$ cat src/hdl/pihbb_pkg.sv
`default_nettype none
package pihbb_pkg;

  // Coordinate precision: words carry 32 bits, and only the low
  // min(COORD_W, 32) bits are significant (sign-extended from there).
  localparam int COORD_W  = 32;
  localparam int COORD_SB = (COORD_W < 32) ? COORD_W : 32;
  localparam int COORD_EX = 32 - COORD_SB;

  // APB register map: register i at byte address 4*i.
  localparam int ADDR_W = 5;

  typedef enum logic [2:0] {
    REG_QUERY_X     = 3'd0,
    REG_QUERY_Y     = 3'd1,
    REG_RECT_LEFT   = 3'd2,
    REG_RECT_BOTTOM = 3'd3,
    REG_RECT_RIGHT  = 3'd4,
    REG_RECT_TOP    = 3'd5,
    REG_CLOSE_RING  = 3'd6
  } cfg_reg_e;

  typedef logic signed [31:0] coord_t;
  typedef logic signed [32:0] diff_t;
  typedef logic signed [65:0] prod_t;

  typedef struct packed {
    coord_t query_x;
    coord_t query_y;
    coord_t rect_left;
    coord_t rect_bottom;
    coord_t rect_right;
    coord_t rect_top;
    logic   close_ring;
  } cfg_t;

  // Operands of one edge crossing test: a*b against c*d.
  typedef struct packed {
    logic  en;    // edge straddles the ray line and takes part
    logic  dpos;  // edge runs upward (d > 0)
    diff_t a;     // qy - y1
    diff_t b;     // x2 - x1
    diff_t c;     // qx - x1
    diff_t d;     // y2 - y1
  } seg_op_t;

  typedef struct packed {
    coord_t min_x;
    coord_t min_y;
    coord_t max_x;
    coord_t max_y;
  } box_t;

  typedef struct packed {
    logic    last;
    box_t    box;
    seg_op_t open_seg;   // previous vertex to this one
    seg_op_t close_seg;  // this vertex back to the first
  } a_stage_t;

  function automatic coord_t to_coord(logic [31:0] raw);
    coord_t t;
    t = coord_t'(raw << COORD_EX);
    return t >>> COORD_EX;
  endfunction

  function automatic diff_t sub_c(coord_t p, coord_t q);
    return diff_t'({p[31], p}) - diff_t'({q[31], q});
  endfunction

endpackage
`default_nettype wire

$ cat src/hdl/pihbb_front.sv
`default_nettype none
module pihbb_front (
  input  wire logic              clk_i,
  input  wire logic              rst_ni,
  input  wire logic              fire_i,
  input  wire pihbb_pkg::cfg_t   cfg_i,
  input  wire logic [31:0]       vertex_x_i,
  input  wire logic [31:0]       vertex_y_i,
  input  wire logic              last_vertex_i,
  output pihbb_pkg::a_stage_t    stage_o
);
  import pihbb_pkg::*;

  coord_t   x, y, fx, fy;
  coord_t   prev_x_q, prev_y_q, first_x_q, first_y_q;
  box_t     box_q, box_d;
  logic     have_q;
  a_stage_t stage_q, stage_d;

  assign x  = to_coord(vertex_x_i);
  assign y  = to_coord(vertex_y_i);
  // a lone vertex closes onto itself
  assign fx = have_q ? first_x_q : x;
  assign fy = have_q ? first_y_q : y;

  always_comb begin
    box_d.min_x = (!have_q || x < box_q.min_x) ? x : box_q.min_x;
    box_d.min_y = (!have_q || y < box_q.min_y) ? y : box_q.min_y;
    box_d.max_x = (!have_q || x > box_q.max_x) ? x : box_q.max_x;
    box_d.max_y = (!have_q || y > box_q.max_y) ? y : box_q.max_y;

    stage_d.last = last_vertex_i;
    stage_d.box  = box_d;

    stage_d.open_seg.en   = have_q && ((prev_y_q > cfg_i.query_y) != (y > cfg_i.query_y));
    stage_d.open_seg.dpos = y > cfg_i.query_y;
    stage_d.open_seg.a    = sub_c(cfg_i.query_y, prev_y_q);
    stage_d.open_seg.b    = sub_c(x, prev_x_q);
    stage_d.open_seg.c    = sub_c(cfg_i.query_x, prev_x_q);
    stage_d.open_seg.d    = sub_c(y, prev_y_q);

    stage_d.close_seg.en   = cfg_i.close_ring &&
                             ((y > cfg_i.query_y) != (fy > cfg_i.query_y));
    stage_d.close_seg.dpos = fy > cfg_i.query_y;
    stage_d.close_seg.a    = sub_c(cfg_i.query_y, y);
    stage_d.close_seg.b    = sub_c(fx, x);
    stage_d.close_seg.c    = sub_c(cfg_i.query_x, x);
    stage_d.close_seg.d    = sub_c(fy, y);
  end

  assign stage_o = stage_q;

  always_ff @(posedge clk_i) begin
    if (fire_i) begin
      stage_q <= stage_d;
    end
  end

  // polyline state; drop it all after the final vertex
  always_ff @(posedge clk_i or negedge rst_ni) begin
    if (!rst_ni) begin
      have_q    <= 1'b0;
      prev_x_q  <= '0;
      prev_y_q  <= '0;
      first_x_q <= '0;
      first_y_q <= '0;
      box_q     <= '0;
    end else if (fire_i) begin
      if (last_vertex_i) begin
        have_q    <= 1'b0;
        prev_x_q  <= '0;
        prev_y_q  <= '0;
        first_x_q <= '0;
        first_y_q <= '0;
        box_q     <= '0;
      end else begin
        have_q    <= 1'b1;
        prev_x_q  <= x;
        prev_y_q  <= y;
        first_x_q <= fx;
        first_y_q <= fy;
        box_q     <= box_d;
      end
    end
  end

endmodule
`default_nettype wire

$ cat config.mk
export PLATFORM = sky130hd
export DESIGN_NAME = pihbb_front
export DESIGN_NICKNAME = d
export VERILOG_FILES = /design/src/hdl/pihbb_pkg.sv /design/src/hdl/pihbb_front.sv
export SDC_FILE = /design/constraint.sdc
export NUM_CORES = 2
export LEC_CHECK = 0
export ABC_AREA = 1
export BUFFER_PORTS_ARGS = -buffer_cell sky130_fd_sc_hd__buf_2
export CORE_ASPECT_RATIO = 1.5
export CORE_MARGIN = 1
export CORE_UTILIZATION = 50
export DETAILED_ROUTE_END_ITERATION = 7
export GPL_ROUTABILITY_DRIVEN = 0
export HOLD_SLACK_MARGIN = 0.02
export PLACE_DENSITY = 0.74
export SYNTH_ARGS = -nofsm -noshare
export SYNTH_HDL_FRONTEND = slang
export SYNTH_SLANG_ARGS = --single-unit
$ cat constraint.sdc
create_clock -name clk_i -period 5.2 [get_ports clk_i]
set_input_delay 0.52 -clock clk_i [delete_from_list [all_inputs] [get_ports clk_i]]
set_output_delay 0.52 -clock clk_i [all_outputs]
set_load 0.01 [all_outputs]
==> flow_metrics.py <==
metrics = {
    "logic_synthesis": {
        "postSynthCellCount": 5101,
        "yosysTopAreaCell": "edfxtp_1",
        "syn-num-nets": 5786,
        "synth.area.top_cells": "edfxtp_1 (28%), dfrtp_1 (15%), ha_1 (12%)",
        "ys.flop_type": "edfxtp_1",
        "ys_ff_latch": 654,
        "synth_seq_area_share_pct": 42.5,
        "synthArstFlopShare_pct": 39.3,
        "synth_top_cell_area_share_pct": 27.6,
        "syn-cell-area_mm2": 0.0432,
        "synth.avg_cell_area_um2": 8.47,
        "ys_warn_count": 0,
        "synth-edff-count": 397,
        "synth.distinct_cells": 51,
    },
    "clocking": {
        "cts_buffers": 70,
        "ctsLongestPathBuffers": 3,
        "clock_latency_ns": 0.67,
        "cts_max_level": 3,
        "cts_sinks": 654,
        "cts_resized": 0,
        "tritoncts": "done",
        "path_clk_slew_ns": 0.07,
        "clockRootBuffer": "clkbuf_16",
    },
    "sta": {
        "slew_viol_final": 6,
        "tightest_slew_ns": 1.62,
        "timing.setup.tns_ns": 0,
        "grt_setup_unrepaired": "no",
        "period_share_pct": 78.6,
        "skew_ns": 0.0296,
        "setup_violations": 0,
        "fmax_mhz": 245,
        "relSlewSlack_pct": -9.27,
        "finalHoldViolCount": 0,
        "period_needed_ns": 4.09,
    },
    "route": {
        "drtIter0Drc": 3440,
        "drt_wl_total_mm": 156,
        "firstDrtPassIters": 6,
        "routed_via_density": 5.88,
        "route.detailed.drc": 0,
        "antenna_left": 0,
        "routedWlPerCell_um": 22.9,
        "vias": 40000,
    },
    "finish": {
        "nNetsFinal": 6299,
        "drive_gt1_share_pct": 12.2,
        "syn2layout_area_growth_pct": 14.3,
    },
    "worst_setup_path": {
        "reg2reg_slack_ns": 1.11,
        "startpoint_type": "flip-flop",
        "required_ns": 5.60,
        "end_kind": "flip-flop",
        "worstPathArrival_ns": 4.49,
        "worst-path-max-fanout": 62,
        "r2r-start": "have_q$_DFFE_PN0P_",
        "r2r_cells": 11,
        "path_class": "flip-flop to flip-flop",
        "r2r-end": "stage_o[29]$_DFFE_PP_",
    },
    "placement": {
        "dpl.hpwl_mm": 117,
        "portBuffers": 529,
    },
    "power": {
        "power_w": 0.0177,
        "power.density_mw_per_mm2": 359,
        "max-vdd-ir-drop_v": 0.000288,
        "p_leak_nw": 24.1,
    },
    "global_routing": {
        "grt_pass1_wl_mm": 229,
        "antenna_found_initial": 19,
        "grt_use_total_pct": 35.0,
        "overflow": 0,
        "grt_max_degree": 189,
        "grt_pass1_vias": 40000,
    },
    "floorplan": {
        "row_count": 131,
        "pin_count": 658,
        "start_util_pct": 50.6,
        "dieArea_mm2": 0.0876,
        "fp.dieH_um": 362,
        "core_mm2": 0.0854,
        "die_x_um": 242,
    },
    "min_path": {
        "hold_path_startpoint": "last_vertex_i",
        "hold_depth": 1,
        "min_to": "stage_o[396]$_DFFE_PP_",
        "hp-class": "input port to flip-flop",
    },
    "run_status": {
        "failed_checks": "capacitance limit, slew limit",
        "status": "finished, violations left",
    },
    "flow_run": {
        "maxCapViolCount": 2,
    },
}
## stage by stage
stage               utilization (%)  cells  worst slack [ns]  hold WS, ns  area [um2]
floorplan                         -   5101              2.00        0.224       43200
global placement               55.1   6670              1.29        0.461       47000
detailed placement             55.1   6670              1.28        0.465       47000
CTS                            57.8   6799              1.26        0.112       49400
global route                   57.8   6810             0.909        0.132       49400
finish                         57.8   6814              1.11        0.148       49400
## what timing repair did
item | 4_1_cts | 5_1_grt
hold buffers | 1 | 0
hold endpoints to repair | 60 | 0
setup buffers | 0 | 0
## state kept, by name (all words and copies together), names as in the netlist
name and cells:
have_q 1, box_q 128, prev_y_q 32, prev_x_q 32
first_y_q 32, stage_o 397, first_x_q 32
## Yosys cell counts (5+ instances only)
cell type / number
nand2_1: 1188
inv_1: 679
ha_1: 416
edfxtp_1: 397
a21oi_1: 327
nor2_1: 309
nand3_1: 306
dfrtp_1: 257
o21ai_0: 201
xor2_1: 164
and2_1: 128
nand4_1: 97
a21o_1: 78
clkbuf_1: 71
xnor2_1: 70
o22ai_1: 66
a22o_1: 60
a31oi_1: 43
nor3_1: 42
o21bai_1: 30
a21boi_0: 20
buf_2: 18
o21ai_1: 15
a221oi_1: 12
o21a_1: 11
nor4_1: 10
buf_6: 9
fa_1: 8
buf_1: 7
o211ai_1: 7
buf_4: 6
nand2_2: 5
nand3b_1: 5
## routing by layer
layer / vias up / track usage (%) / share of wire [%]
li1: 18300 / - / -
met1: 18700 / 35.2 / 32
met2: 2313 / 61.6 / 49
met3: 672 / 6.98 / 9.0
met4: 10 / 30.4 / 9.7
met5: - / 0 / 0.038
## cell usage in the layout (no fill, tap or decap), drive strengths merged, types with 8 or more instances in the layout
cell and n:
xnor2 70, a221oi 12, diode 14, o21a 11, a31oi 43, clkbuf 89, nand2 1194, o21bai 30
ha 416, edfxtp 397, xor2 164, o22ai 66, nand4 97, bufinv 8, inv 686, nand3 311
dfrtp 257, and2 128, fa 8, clkinv 24, a21o 78, a21boi 21, nor3 42, buf 554
a21oi 327, nor4 11, nor2 310, o21ai 218, a22o 60
## logic make-up after synthesis
logic type | count (synthesis) | share of synthesized area (%)
DFF | 654 | 42.5
buffers and inverters | 797 | 7.21
AOI/OAI and AO/OA | 889 | 12.2
adders and majority gates | 424 | 12.4
xor gates and xnor gates | 234 | 4.74
and+or+nand+nor | 2103 | 20.9
## how the worst max path moves through the flow
stage                                  end  cells after the start                from
finish               stage_o[29]$_DFFE_PP_                     11  have_q$_DFFE_PN0P_
global route         stage_o[29]$_DFFE_PP_                     11  have_q$_DFFE_PN0P_
CTS                  stage_o[98]$_DFFE_PP_                     13  have_q$_DFFE_PN0P_
detailed placement   stage_o[98]$_DFFE_PP_                     13  have_q$_DFFE_PN0P_
global placement    stage_o[354]$_DFFE_PP_                     15       vertex_y_i[1]
floorplan            stage_o[32]$_DFFE_PP_                     16  have_q$_DFFE_PN0P_
## power breakdown
part           leakage, nW  switching, W  total (W)  internal (W)
clock network         1.13       0.00228    0.00526       0.00298
registers             7.24      0.000349    0.00684       0.00649
logic                 15.7       0.00380    0.00562       0.00182
## worst max-delay path, cell delays in order, from the launching register on
cell     delay, ns
dfrtp_4       1.00
o21ai_0       0.36
ha_1          0.41
a21oi_1       0.15
o21ai_0       0.22
a21oi_1       0.63
inv_1         0.13
a21oi_1       0.43
inv_1         0.09
nand3_1       0.08
nand2_1       0.10
xor2_1        0.18
## final cells by class
cell class              count  area (um2)
inverters                 683        2570
clock buffers              89        1870
well taps                1130        1410
flip-flops and latches    654       18400
multi-input cells        3650       21800
repair buffers            555        2940
fillers                  7451       36000
diodes                     14        35.0
clock inverters            39         457
(Power assumes the default switching activity.)
