File: config.mk
export PLATFORM = sky130hd
export DESIGN_NAME = pihbb_cfg
export DESIGN_NICKNAME = d
export VERILOG_FILES = /design/src/hdl/pihbb_pkg.sv /design/src/hdl/pihbb_cfg.sv
export SDC_FILE = /design/constraint.sdc
export NUM_CORES = 1
export LEC_CHECK = 0
export ABC_AREA = 1
export BUFFER_PORTS_ARGS = -buffer_cell sky130_fd_sc_hd__buf_2
export CORE_MARGIN = 10
export CORE_UTILIZATION = 54
export CTS_BUF_LIST = sky130_fd_sc_hd__clkbuf_8
export DETAILED_ROUTE_END_ITERATION = 8
export GPL_TIMING_DRIVEN = 0
export HOLD_SLACK_MARGIN = 0.12
export PLACE_DENSITY_LB_ADDON = 0.12
export SYNTH_ARGS = -nofsm -noshare
export SYNTH_HDL_FRONTEND = slang
export SYNTH_SLANG_ARGS = --single-unit
File: constraint.sdc
create_clock -name clk_i -period 1.9 [get_ports clk_i]
set_input_delay 0.38 -clock clk_i [delete_from_list [all_inputs] [get_ports clk_i]]
set_output_delay 0.38 -clock clk_i [all_outputs]
set_load 0.05 [all_outputs]
File: src/hdl/pihbb_pkg.sv
`default_nettype none
package pihbb_pkg;

  // Coordinate precision: words carry 32 bits, and only the low
  // min(COORD_W, 32) bits are significant (sign-extended from there).
  localparam int COORD_W  = 32;
  localparam int COORD_SB = (COORD_W < 32) ? COORD_W : 32;
  localparam int COORD_EX = 32 - COORD_SB;

  // APB register map: register i at byte address 4*i.
  localparam int ADDR_W = 5;

  typedef enum logic [2:0] {
    REG_QUERY_X     = 3'd0,
    REG_QUERY_Y     = 3'd1,
    REG_RECT_LEFT   = 3'd2,
    REG_RECT_BOTTOM = 3'd3,
    REG_RECT_RIGHT  = 3'd4,
    REG_RECT_TOP    = 3'd5,
    REG_CLOSE_RING  = 3'd6
  } cfg_reg_e;

  typedef logic signed [31:0] coord_t;
  typedef logic signed [32:0] diff_t;
  typedef logic signed [65:0] prod_t;

  typedef struct packed {
    coord_t query_x;
    coord_t query_y;
    coord_t rect_left;
    coord_t rect_bottom;
    coord_t rect_right;
    coord_t rect_top;
    logic   close_ring;
  } cfg_t;

  // Operands of one edge crossing test: a*b against c*d.
  typedef struct packed {
    logic  en;    // edge straddles the ray line and takes part
    logic  dpos;  // edge runs upward (d > 0)
    diff_t a;     // qy - y1
    diff_t b;     // x2 - x1
    diff_t c;     // qx - x1
    diff_t d;     // y2 - y1
  } seg_op_t;

  typedef struct packed {
    coord_t min_x;
    coord_t min_y;
    coord_t max_x;
    coord_t max_y;
  } box_t;

  typedef struct packed {
    logic    last;
    box_t    box;
    seg_op_t open_seg;   // previous vertex to this one
    seg_op_t close_seg;  // this vertex back to the first
  } a_stage_t;

  function automatic coord_t to_coord(logic [31:0] raw);
    coord_t t;
    t = coord_t'(raw << COORD_EX);
    return t >>> COORD_EX;
  endfunction

  function automatic diff_t sub_c(coord_t p, coord_t q);
    return diff_t'({p[31], p}) - diff_t'({q[31], q});
  endfunction

endpackage
`default_nettype wire

File: src/hdl/pihbb_cfg.sv
`default_nettype none
module pihbb_cfg (
  input  wire logic                        clk_i,
  input  wire logic                        rst_ni,
  input  wire logic                        psel,
  input  wire logic                        penable,
  input  wire logic                        pwrite,
  input  wire logic [pihbb_pkg::ADDR_W-1:0] paddr,
  input  wire logic [31:0]                 pwdata,
  output logic [31:0]                      prdata,
  output logic                             pready,
  output pihbb_pkg::cfg_t                  cfg_o
);
  import pihbb_pkg::*;

  cfg_t     cfg_q;
  cfg_t     cfg_d;
  cfg_reg_e idx;
  logic     wr_en;

  assign idx    = cfg_reg_e'(paddr[ADDR_W-1:2]);
  assign wr_en  = psel && penable && pwrite;
  assign pready = 1'b1;
  assign cfg_o  = cfg_q;

  always_comb begin
    cfg_d = cfg_q;
    if (wr_en) begin
      case (idx)
        REG_QUERY_X:     cfg_d.query_x     = to_coord(pwdata);
        REG_QUERY_Y:     cfg_d.query_y     = to_coord(pwdata);
        REG_RECT_LEFT:   cfg_d.rect_left   = to_coord(pwdata);
        REG_RECT_BOTTOM: cfg_d.rect_bottom = to_coord(pwdata);
        REG_RECT_RIGHT:  cfg_d.rect_right  = to_coord(pwdata);
        REG_RECT_TOP:    cfg_d.rect_top    = to_coord(pwdata);
        REG_CLOSE_RING:  cfg_d.close_ring  = pwdata[0];
        default: ;
      endcase
    end
  end

  always_comb begin
    case (idx)
      REG_QUERY_X:     prdata = cfg_q.query_x;
      REG_QUERY_Y:     prdata = cfg_q.query_y;
      REG_RECT_LEFT:   prdata = cfg_q.rect_left;
      REG_RECT_BOTTOM: prdata = cfg_q.rect_bottom;
      REG_RECT_RIGHT:  prdata = cfg_q.rect_right;
      REG_RECT_TOP:    prdata = cfg_q.rect_top;
      REG_CLOSE_RING:  prdata = {31'b0, cfg_q.close_ring};
      default:         prdata = '0;
    endcase
  end

  // everything resets to zero except close_ring, the lowest bit
  always_ff @(posedge clk_i or negedge rst_ni) begin
    if (!rst_ni) begin
      cfg_q <= cfg_t'({192'b0, 1'b1});
    end else begin
      cfg_q <= cfg_d;
    end
  end

endmodule
`default_nettype wire

==> impl_metrics.json, run 1 <==
{
  "cts_root_buf": "sky130_fd_sc_hd__clkbuf_8",
  "worstPathBufferInverterCount": 4,
  "fmax_ghz": 0.519,
  "ant_nets": 0,
  "gp_congestion": 0.965,
  "violations": "negative setup slack",
  "grt_pass1_wl_um": 61000,
  "synth_fp_nets": 1293,
  "critical_path.most_common_cell": "sky130_fd_sc_hd__buf_6",
  "end_kind": "primary output",
  "layout.area.seq_um2": 4830,
  "worst_path_largest_cell_delay_ps": 190,
  "timing.critical_path.cells": "clkbuf_4 -> nor2_4 -> buf_8 -> buf_6 -> nand3_1 -> nand2_1 -> nor2_2 -> nand2_2 -> buf_6",
  "path_clk_slew_ps": 90,
  "critical_path.top_delay_family": "buffers and inverters",
  "final_setup_skew_ps": 0,
  "largest_register_ffs": 193,
  "outcome": "finished, violations left",
  "grt_antenna_before_repair": 1,
  "hold_violations": 0,
  "grt_pass1_vias": 10200,
  "critical_path_start_end_classification": "in -> out",
  "globalRouteOverflowTotal": 0,
  "diodes": 0,
  "totalWireLength_um": 41400,
  "cellPowerDensity_nw_per_um2": 1180,
  "die_height_um": 153,
  "cp_slowest_cell": "sky130_fd_sc_hd__buf_6",
  "critical_path.startpoint_type": "input pin",
  "number_of_buffers_created_by_cts": 17,
  "yosysSeqAreaShare": 0.509,
  "clk_latency_ps": 470,
  "p_leak_nw": 7.00,
  "worstPathMaxFanout": 10,
  "drcViolationCount": 0,
  "synth_instances": 1251,
  "syn_avg_cell_area_um2": 7.59,
  "worst_slew_pin_slew_ps": 797,
  "grt_max_degree": 106,
  "grt_setup_unrepaired": "yes",
  "synthesis.area_um2": 9490,
  "areaGrowthSynthToFinish_pct": 32.2,
  "net_count_reported_at_finish": 1599,
  "die_w_um": 153,
  "setup_viol": 6,
  "layout-drive-gt1-share": 0.300,
  "r2r_setup_slack_ps": 1080,
  "h-tree-depth": 4,
  "crit-reg2reg-capture": "cfg_o[135]$_DFFE_PN0P_",
  "required_ps": 1520,
  "die_area_um2": 23300,
  "clkSinkCount": 193,
  "avgRoutedWirePerCell_um": 23.1,
  "fin_worst_hold_slack_ps": 168,
  "n_fill_cell": 1366,
  "hold_path_depth": 3,
  "drtPass1Iterations": 6,
  "drt-vias-per-instance": 6.14,
  "core-area_um2": 17200,
  "fp-row-count": 48,
  "final_critical_path_setup_slack_ps": -26.3,
  "cts.path.max_buffers": 2,
  "grt.total_usage": 0.336,
  "relSlewSlack": 0.469,
  "timing.final.crit_period_ps": 1930,
  "hold_path.startpoint": "pwdata[31]",
  "pin_count": 268,
  "cts_tree": "done",
  "cp_data_arrival_time_ps": 1550,
  "fin_setup_tns_ps": -86.1,
  "cap_viol_max_count": 0,
  "hold_path_class": "in -> reg",
  "yosysWarnings": 0,
  "synth.lib_cells_used.distinct": 21,
  "start_util": 0.551,
  "cell_depth_of_the_worst_flop_to_flop_path": 3,
  "peakVddDrop_mv": 0.763,
  "r2r-start": "cfg_o[135]$_DFFE_PN0P_",
  "crit_cells": 9,
  "route.vias.total": 11000,
  "dp_hpwl_um": 29300,
  "final.period_utilization": 1.01,
  "multi_input_comb_area_um2": 4220,
  "placement.io_buffers": 263,
  "synth.ff_latch_count": 193,
  "final_max_slew_viol_count": 0,
  "holdPathEnd": "cfg_o[96]$_DFFE_PN0P_",
  "initialDrtViolationCount": 1185
}
[where the power goes]
| part | total, W | internal, W | switching [W] |
|---|---|---|---|
| Combinational | 0.00631 | 0.00142 | 0.00489 |
| Sequential | 0.00552 | 0.00487 | 0.000653 |
| Clock | 0.00298 | 0.00148 | 0.00150 |
| Total | 0.0148 | 0.00777 | 0.00704 |
[worst register-to-register path, stage by stage, from the launching register on]
cell	delay, ps
sky130_fd_sc_hd__dfrtp_2	440
sky130_fd_sc_hd__buf_4	160
sky130_fd_sc_hd__nand2_1	60
sky130_fd_sc_hd__o21ai_1	50
[routing by layer]
metal | global-route usage | vias to the layer above | part of all wire
li1 | - | 4739 | -
met1 | 0.416 | 5223 | 0.35
met2 | 0.498 | 863 | 0.44
met3 | 0.104 | 181 | 0.13
met4 | 0.214 | 2 | 0.074
met5 | 0 | - | 0.00034
[layout by cell type, fill, tap and decap left out, types with 4 or more instances in the layout]
master / synthesis / layout
sky130_fd_sc_hd__nand2_2: 0 / 44
sky130_fd_sc_hd__buf_2: 35 / 246
sky130_fd_sc_hd__o21ai_1: 33 / 33
sky130_fd_sc_hd__nor2_2: 4 / 16
sky130_fd_sc_hd__nand4_1: 96 / 96
sky130_fd_sc_hd__clkinv_2: 0 / 4
sky130_fd_sc_hd__dfrtp_1: 192 / 190
sky130_fd_sc_hd__nor2_4: 1 / 16
sky130_fd_sc_hd__inv_1: 66 / 67
sky130_fd_sc_hd__clkbuf_1: 47 / 30
sky130_fd_sc_hd__nand3_1: 98 / 97
sky130_fd_sc_hd__clkbuf_2: 0 / 4
sky130_fd_sc_hd__o21ai_0: 160 / 160
sky130_fd_sc_hd__buf_8: 0 / 15
sky130_fd_sc_hd__nor2_1: 38 / 11
sky130_fd_sc_hd__buf_6: 1 / 50
sky130_fd_sc_hd__bufinv_16: 0 / 4
sky130_fd_sc_hd__clkbuf_8: 0 / 23
sky130_fd_sc_hd__nand2_1: 453 / 409
sky130_fd_sc_hd__buf_4: 1 / 34
[synth_stat cells (all sizes together)]
cell type	number	area, µm²
o21ai	193	966
conb	1	3.75
inv	68	255
clkbuf	47	176
dfstp	1	26.3
nand2	453	1700
nand3	99	500
dfrtp	192	4800
nor3	1	10.0
nor2	43	179
buf	56	265
a21oi	1	5.00
nand4	96	601
[through the flow]
stage	std cells	setup WS (ps)	instance area, µm²	utilization	total power [W]
6_report	1794	-26.3	12600	0.728	0.0148
5_1_grt	1794	-51.7	12600	0.728	0.0153
4_1_cts	1777	-6.85	12200	0.707	0.0145
3_5_place_dp	1740	-603	11200	0.650	0.0114
3_3_place_gp	1739	-2750	11200	0.648	0.0113
2_1_floorplan	1251	89.1	9570	-	0.00959
[kinds of logic (layout without fill, tap and decap cells)]
kind of cell / count (synthesis) / in the layout / share of synthesized area
and+or+nand+nor: 692 / 692 / 0.315
AOI/OAI and AO/OA: 194 / 194 / 0.102
DFF: 193 / 193 / 0.509
buffers and inverters: 171 / 489 / 0.0734
other: 1 / 1 / 0.000395
[cell type report]
| cell class | count | area share |
|---|---|---|
| clock inverter | 12 | 0.0131 |
| timing repair buffer | 287 | 0.139 |
| inverter | 68 | 0.0207 |
| clock buffer | 19 | 0.0208 |
| tap | 225 | 0.0224 |
| multi-input combinational | 887 | 0.336 |
| buffer | 103 | 0.0628 |
| sequential | 193 | 0.385 |
[timing repair]
item	4_1_cts	5_1_grt
gates resized for setup	188	77
endpoints found under the setup margin	32	32
cloned	1	1
hold buffers	1	0
hold endpoints to repair	103	0
setup buffers	4	16
pin swaps	1	18
[worst max path at each step]
| stage | start | to | slack, ps |
|---|---|---|---|
| 3_3_place_gp | rst_ni | cfg_o[154]$_DFFE_PN0P_ | -2750 |
| 6_report | paddr[3] | prdata[24] | -30 |
| 4_1_cts | paddr[3] | prdata[1] | -7 |
| 3_5_place_dp | paddr[4] | prdata[2] | -600 |
| 2_1_floorplan | paddr[3] | prdata[10] | 90 |
| 5_1_grt | paddr[3] | prdata[24] | -50 |
No activity file was read; power rests on OpenSTA's default activity.
==> run 2, diff against run 1 <==
--- a/config.mk
+++ b/config.mk
@@ -17,3 +17,4 @@
 export SYNTH_ARGS = -nofsm -noshare
 export SYNTH_HDL_FRONTEND = slang
 export SYNTH_SLANG_ARGS = --single-unit
+export TNS_END_PERCENT = 20
==> impl_metrics.json, run 2 (synthesis gave the netlist of run 1 again) <==
{
  "violations": "negative setup slack",
  "fmax_ghz": 0.522,
  "clk_latency_ps": 470,
  "totalWireLength_um": 41400,
  "hold_violations": 0,
  "end_kind": "primary output",
  "grt_antenna_before_repair": 0,
  "peakVddDrop_mv": 0.807,
  "net_count_reported_at_finish": 1584,
  "critical_path.startpoint_type": "input pin",
  "pin_count": 268,
  "die_area_um2": 23300,
  "initialDrtViolationCount": 1146,
  "final.period_utilization": 1.01,
  "critical_path_start_end_classification": "in -> out",
  "cp_data_arrival_time_ps": 1540,
  "cp_slowest_cell": "sky130_fd_sc_hd__buf_4",
  "worstPathMaxFanout": 10,
  "cts.path.max_buffers": 2,
  "gp_congestion": 1.01,
  "grt_max_degree": 114,
  "path_clk_slew_ps": 110,
  "layout-drive-gt1-share": 0.280,
  "clkSinkCount": 193,
  "cap_viol_max_count": 0,
  "grt_pass1_wl_um": 61500,
  "h-tree-depth": 4,
  "hold_path_class": "in -> reg",
  "ant_nets": 0,
  "timing.critical_path.cells": "buf_6 -> nor2_4 -> buf_12 -> buf_12 -> nand3_1 -> nand2_1 -> nor2_2 -> nand2_1 -> buf_4",
  "grt_pass1_vias": 10200,
  "timing.final.crit_period_ps": 1920,
  "p_leak_nw": 6.88,
  "final_max_slew_viol_count": 0,
  "outcome": "finished, violations left",
  "cellPowerDensity_nw_per_um2": 1160,
  "n_fill_cell": 1417,
  "drt-vias-per-instance": 6.02,
  "layout.cells.most_common_list": "sky130_fd_sc_hd__nand2_1, sky130_fd_sc_hd__buf_2, sky130_fd_sc_hd__dfrtp_1, sky130_fd_sc_hd__o21ai_0",
  "areaGrowthSynthToFinish_pct": 30.1,
  "final_critical_path_setup_slack_ps": -15.7,
  "layout_commonest_cell": "sky130_fd_sc_hd__nand2_1",
  "diodes": 0,
  "grt_setup_unrepaired": "yes",
  "largest_register_ffs": 193,
  "setup_viol": 4,
  "final_setup_skew_ps": 0,
  "die_height_um": 153,
  "fin_setup_tns_ps": -40.3,
  "required_ps": 1520,
  "relSlewSlack": 0.554,
  "core-area_um2": 17200,
  "cts_root_buf": "sky130_fd_sc_hd__clkbuf_8",
  "cts_tree": "done",
  "number_of_buffers_created_by_cts": 17,
  "drcViolationCount": 0,
  "dp_hpwl_um": 30000,
  "fin_worst_hold_slack_ps": 166,
  "start_util": 0.551,
  "worst_path_largest_cell_delay_ps": 200,
  "avgRoutedWirePerCell_um": 23.2,
  "placement.io_buffers": 263,
  "route.vias.total": 10700,
  "grt.total_usage": 0.338,
  "globalRouteOverflowTotal": 0,
  "fp-row-count": 48,
  "worst_slew_pin_slew_ps": 669,
  "die_w_um": 153,
  "drtPass1Iterations": 7
}
-- run 2: cell types whose count changed in the layout (fill, tap and decap cells not counted), moves of 4 or more --
cell,delta
sky130_fd_sc_hd__clkinvlp_4,+4
sky130_fd_sc_hd__buf_8,-12
sky130_fd_sc_hd__clkbuf_4,+4
sky130_fd_sc_hd__bufinv_16,-4
sky130_fd_sc_hd__buf_12,+8
sky130_fd_sc_hd__nand2_1,+23
sky130_fd_sc_hd__buf_6,-5
sky130_fd_sc_hd__nand2_2,-23
sky130_fd_sc_hd__nor2_4,-4
sky130_fd_sc_hd__nor2_2,+4
sky130_fd_sc_hd__buf_4,-13
-- run 2: metal layers --
metal	global-route usage	part of all wire	vias up
met1	0.424	0.37	5081
met4	0.193	0.066	0
li1	-	-	4707
met2	0.518	0.45	774
met3	0.0886	0.12	150
met5	0	0	-
-- run 2: worst max-delay path, delay by kind of cell --
family,cells,cell delay [ps]
buffers and inverters,4,660
and+or+nand+nor,5,490
-- run 2: worst paths after layout --
kind | startpoint | end | slack (ps) | cells past startpoint
min reg2reg | cfg_o[0]$_DFFE_PN1P_ | cfg_o[0]$_DFFE_PN1P_ | 520 | 2
max in group asynchronous | rst_ni | cfg_o[19]$_DFFE_PN0P_ | 360 | 3
min in group asynchronous | rst_ni | cfg_o[6]$_DFFE_PN0P_ | 480 | 2
min | pwdata[31] | cfg_o[192]$_DFFE_PN0P_ | 170 | 3
max reg2reg | cfg_o[103]$_DFFE_PN0P_ | cfg_o[103]$_DFFE_PN0P_ | 1070 | 2
max | paddr[2] | prdata[17] | -20 | 9
-- run 2: through the flow --
stage          total power (W)  cell area [µm²]  instances  setup slack, ps  utilization
2_1_floorplan          0.00955             9510       1251            -34.5            -
3_3_place_gp            0.0113            11100       1739            -2780        0.644
3_5_place_dp            0.0114            11100       1740             -659        0.646
4_1_cts                 0.0141            12000       1775            -33.6        0.696
5_1_grt                 0.0148            12300       1780            -43.7        0.716
6_report                0.0143            12300       1780            -15.7        0.716
-- run 2: layout make-up --
type / count / area [µm²] / share of cell area
multi-input combinational: 887 / 4150 / 0.336
sequential: 193 / 4830 / 0.391
clock inverter: 14 / 125 / 0.0101
tap: 225 / 282 / 0.0228
timing repair buffer: 272 / 1630 / 0.132
clock buffer: 18 / 248 / 0.0201
buffer: 103 / 820 / 0.0664
inverter: 68 / 263 / 0.0213
-- run 2: what timing repair did --
item / CTS / global route
buffers inserted: 1 / 3
hold endpoints to repair: 79 / 0
hold buffers: 1 / 0
pin swaps: 6 / 19
endpoints found under the setup margin: 32 / 32
gates resized for setup: 172 / 88
cloned: 1 / 2
-- run 2: where the power goes --
part	total, W	switching, W	internal, W
logic	0.00615	0.00482	0.00133
registers	0.00556	0.000690	0.00487
clock network	0.00260	0.00162	0.000980
total	0.0143	0.00713	0.00718
==> run 3, diff against run 2 <==
--- a/config.mk
+++ b/config.mk
@@ -5,10 +5,10 @@
 export SDC_FILE = /design/constraint.sdc
 export NUM_CORES = 1
 export LEC_CHECK = 0
-export ABC_AREA = 1
+export ABC_AREA = 0
 export BUFFER_PORTS_ARGS = -buffer_cell sky130_fd_sc_hd__buf_2
 export CORE_MARGIN = 10
-export CORE_UTILIZATION = 54
+export CORE_UTILIZATION = 53
 export CTS_BUF_LIST = sky130_fd_sc_hd__clkbuf_8
 export DETAILED_ROUTE_END_ITERATION = 8
 export GPL_TIMING_DRIVEN = 0
==> impl_metrics.json, run 3 <==
{
  "die_w_um": 149,
  "areaGrowthSynthToFinish_pct": 30.2,
  "final.period_utilization": 1.06,
  "synth.cells.most_frequent": "sky130_fd_sc_hd__mux2_2, sky130_fd_sc_hd__dfrtp_1, sky130_fd_sc_hd__mux2i_1",
  "grt.total_usage": 0.262,
  "hold_path_class": "in -> reg",
  "synthesis.area_um2": 8820,
  "grt_pass1_wl_um": 43900,
  "synth.lib_cells_used.distinct": 29,
  "largest_register_ffs": 193,
  "synth_enable_flop_cells": 0,
  "globalRouteOverflowTotal": 0,
  "final_setup_skew_ps": 0,
  "synth_instances": 625,
  "timing.final.crit_period_ps": 2020,
  "worstPathMaxFanout": 3,
  "grt_pass1_vias": 7173,
  "critical_path_start_end_classification": "reg -> out",
  "fp-row-count": 47,
  "asyncSetResetFlopFracSynth": 1.00,
  "ys_top_cells_by_area": "sky130_fd_sc_hd__dfrtp_1, sky130_fd_sc_hd__mux2_2, sky130_fd_sc_hd__mux2i_1",
  "clk_latency_ps": 460,
  "required_ps": 1520,
  "final_critical_path_setup_slack_ps": -123,
  "total_power_w": 0.0149,
  "yosysWarnings": 0,
  "cts_tree": "done",
  "grt_max_degree": 133,
  "yosysSeqAreaShare": 0.548,
  "outcome": "finished, violations left",
  "layout_commonest_cell": "sky130_fd_sc_hd__buf_2",
  "synth.most_common_cell": "sky130_fd_sc_hd__mux2_2",
  "end_kind": "primary output",
  "h-tree-depth": 4,
  "cellPowerDensity_nw_per_um2": 1300,
  "drcViolationCount": 0,
  "peakVddDrop_mv": 0.881,
  "pin_count": 268,
  "initialDrtViolationCount": 356,
  "gp_congestion": 0.824,
  "r2r_setup_slack_ps": 990,
  "hold_violations": 0,
  "cap_viol_max_count": 0,
  "layout-drive-gt1-share": 0.630,
  "synth_flop_cell": "sky130_fd_sc_hd__dfrtp_1",
  "avgRoutedWirePerCell_um": 25.7,
  "cts.path.max_buffers": 2,
  "post-synth-top-area-fraction": 0.545,
  "grt_setup_unrepaired": "yes",
  "synth.ff_latch_count": 193,
  "core-area_um2": 16500,
  "syn_avg_cell_area_um2": 14.1,
  "net_count_reported_at_finish": 961,
  "worst_slew_pin_slew_ps": 659,
  "synth_fp_nets": 667,
  "drt-vias-per-instance": 5.71,
  "clkSinkCount": 193,
  "critical_path.startpoint_type": "register",
  "layout.cells.most_common_list": "sky130_fd_sc_hd__buf_2, sky130_fd_sc_hd__mux2_2, sky130_fd_sc_hd__dfrtp_1, sky130_fd_sc_hd__mux2i_1, sky130_fd_sc_hd__buf_4",
  "placement.io_buffers": 264,
  "die_area_um2": 22200,
  "die_height_um": 149,
  "route.vias.total": 6582,
  "path_clk_slew_ps": 90,
  "totalWireLength_um": 29600,
  "number_of_buffers_created_by_cts": 17,
  "drtPass1Iterations": 4,
  "ant_nets": 0,
  "dp_hpwl_um": 20800,
  "p_leak_nw": 5.79,
  "yosys.area.top_type": "sky130_fd_sc_hd__dfrtp_1",
  "final_max_slew_viol_count": 0,
  "cts_root_buf": "sky130_fd_sc_hd__clkbuf_8",
  "cp_data_arrival_time_ps": 1640,
  "start_util": 0.535,
  "violations": "negative setup slack",
  "setup_viol": 17,
  "grt_antenna_before_repair": 0,
  "relSlewSlack": 0.561,
  "fin_setup_tns_ps": -1200,
  "fmax_ghz": 0.494
}
-- run 3: cell types whose count changed in the layout (fill, tap and decap cells not counted), sizes merged, moves of 16 or more --
| cell | before | now |
|---|---|---|
| mux2i | 0 | 68 |
| o21ai | 193 | 26 |
| nand4 | 96 | 1 |
| buf | 326 | 310 |
| nand3 | 99 | 11 |
| nor2 | 43 | 19 |
| mux2 | 0 | 206 |
| inv | 73 | 5 |
| clkbuf | 66 | 26 |
| nand2 | 453 | 11 |
-- run 3: power breakdown --
group | total (W) | switching (W) | internal [W] | leakage (nW)
combinational | 0.00643 | 0.00463 | 0.00180 | 3.11
clock | 0.00296 | 0.00145 | 0.00151 | 0.218
sequential | 0.00555 | 0.000636 | 0.00491 | 2.46
-- run 3: what timing repair did --
action	4_1_cts	5_1_grt
hold buffers	1	0
pin swaps	2	1
resized for setup	116	12
endpoints found under the hold margin	61	0
endpoints found under the setup margin	32	32
setup buffers	9	1
-- run 3: stage by stage --
stage / hold WS (ps) / utilization / cell area [µm²] / instances / setup slack, ps
floorplan: 84.4 / - / 8920 / 625 / -144
CTS: 187 / 0.694 / 11400 / 1151 / -136
finish: 206 / 0.697 / 11500 / 1153 / -123
global placement: 488 / 0.639 / 10500 / 1109 / -2490
global route: 200 / 0.697 / 11500 / 1152 / -189
detailed placement: 351 / 0.641 / 10600 / 1110 / -693
-- run 3: cells by family (layout without fill, tap and decap cells) --
kind of cell | count (synthesis) | after routing | share of synthesized area
DFF | 193 | 193 | 0.548
muxes | 274 | 274 | 0.340
other | 1 | 2 | 0.000425
AOI/OAI and AO/OA | 65 | 65 | 0.0532
buffers and inverters | 44 | 351 | 0.0299
and+or+nand+nor | 48 | 48 | 0.0281
-- run 3: metal layers --
layer	GRT usage	wire (µm)	up-vias
li1	-	-	2883
met1	0.309	11500	3374
met2	0.433	14400	276
met3	0.0840	2790	49
met4	0.111	877	0
met5	0	0	-
-- run 3: critical path: stages, from the launching register on --
cell and delay, ps:
sky130_fd_sc_hd__dfrtp_1 420, sky130_fd_sc_hd__mux2_2 280, sky130_fd_sc_hd__a221oi_2 240, sky130_fd_sc_hd__a31oi_2 70
sky130_fd_sc_hd__buf_6 170
-- run 3: layout make-up --
type | count | area [µm²]
buffer | 42 | 395
sequential | 193 | 4830
timing repair buffer | 276 | 1620
fill | 1219 | 4990
multi-input combinational | 388 | 3900
inverter | 1 | 3.75
antenna | 1 | 2.50
clock inverter | 13 | 184
tap | 220 | 275
clock buffer | 19 | 262
-- run 3: worst paths after layout --
kind	startpoint	to	cells past startpoint
min	pwdata[29]	cfg_o[158]$_DFFE_PN0P_	2
max reg2reg	cfg_o[143]$_DFFE_PN0P_	cfg_o[143]$_DFFE_PN0P_	2
max	cfg_o[187]$_DFFE_PN0P_	prdata[26]	4
max in group asynchronous	rst_ni	cfg_o[85]$_DFFE_PN0P_	3
min in group asynchronous	rst_ni	cfg_o[16]$_DFFE_PN0P_	2
min reg2reg	cfg_o[135]$_DFFE_PN0P_	cfg_o[135]$_DFFE_PN0P_	1
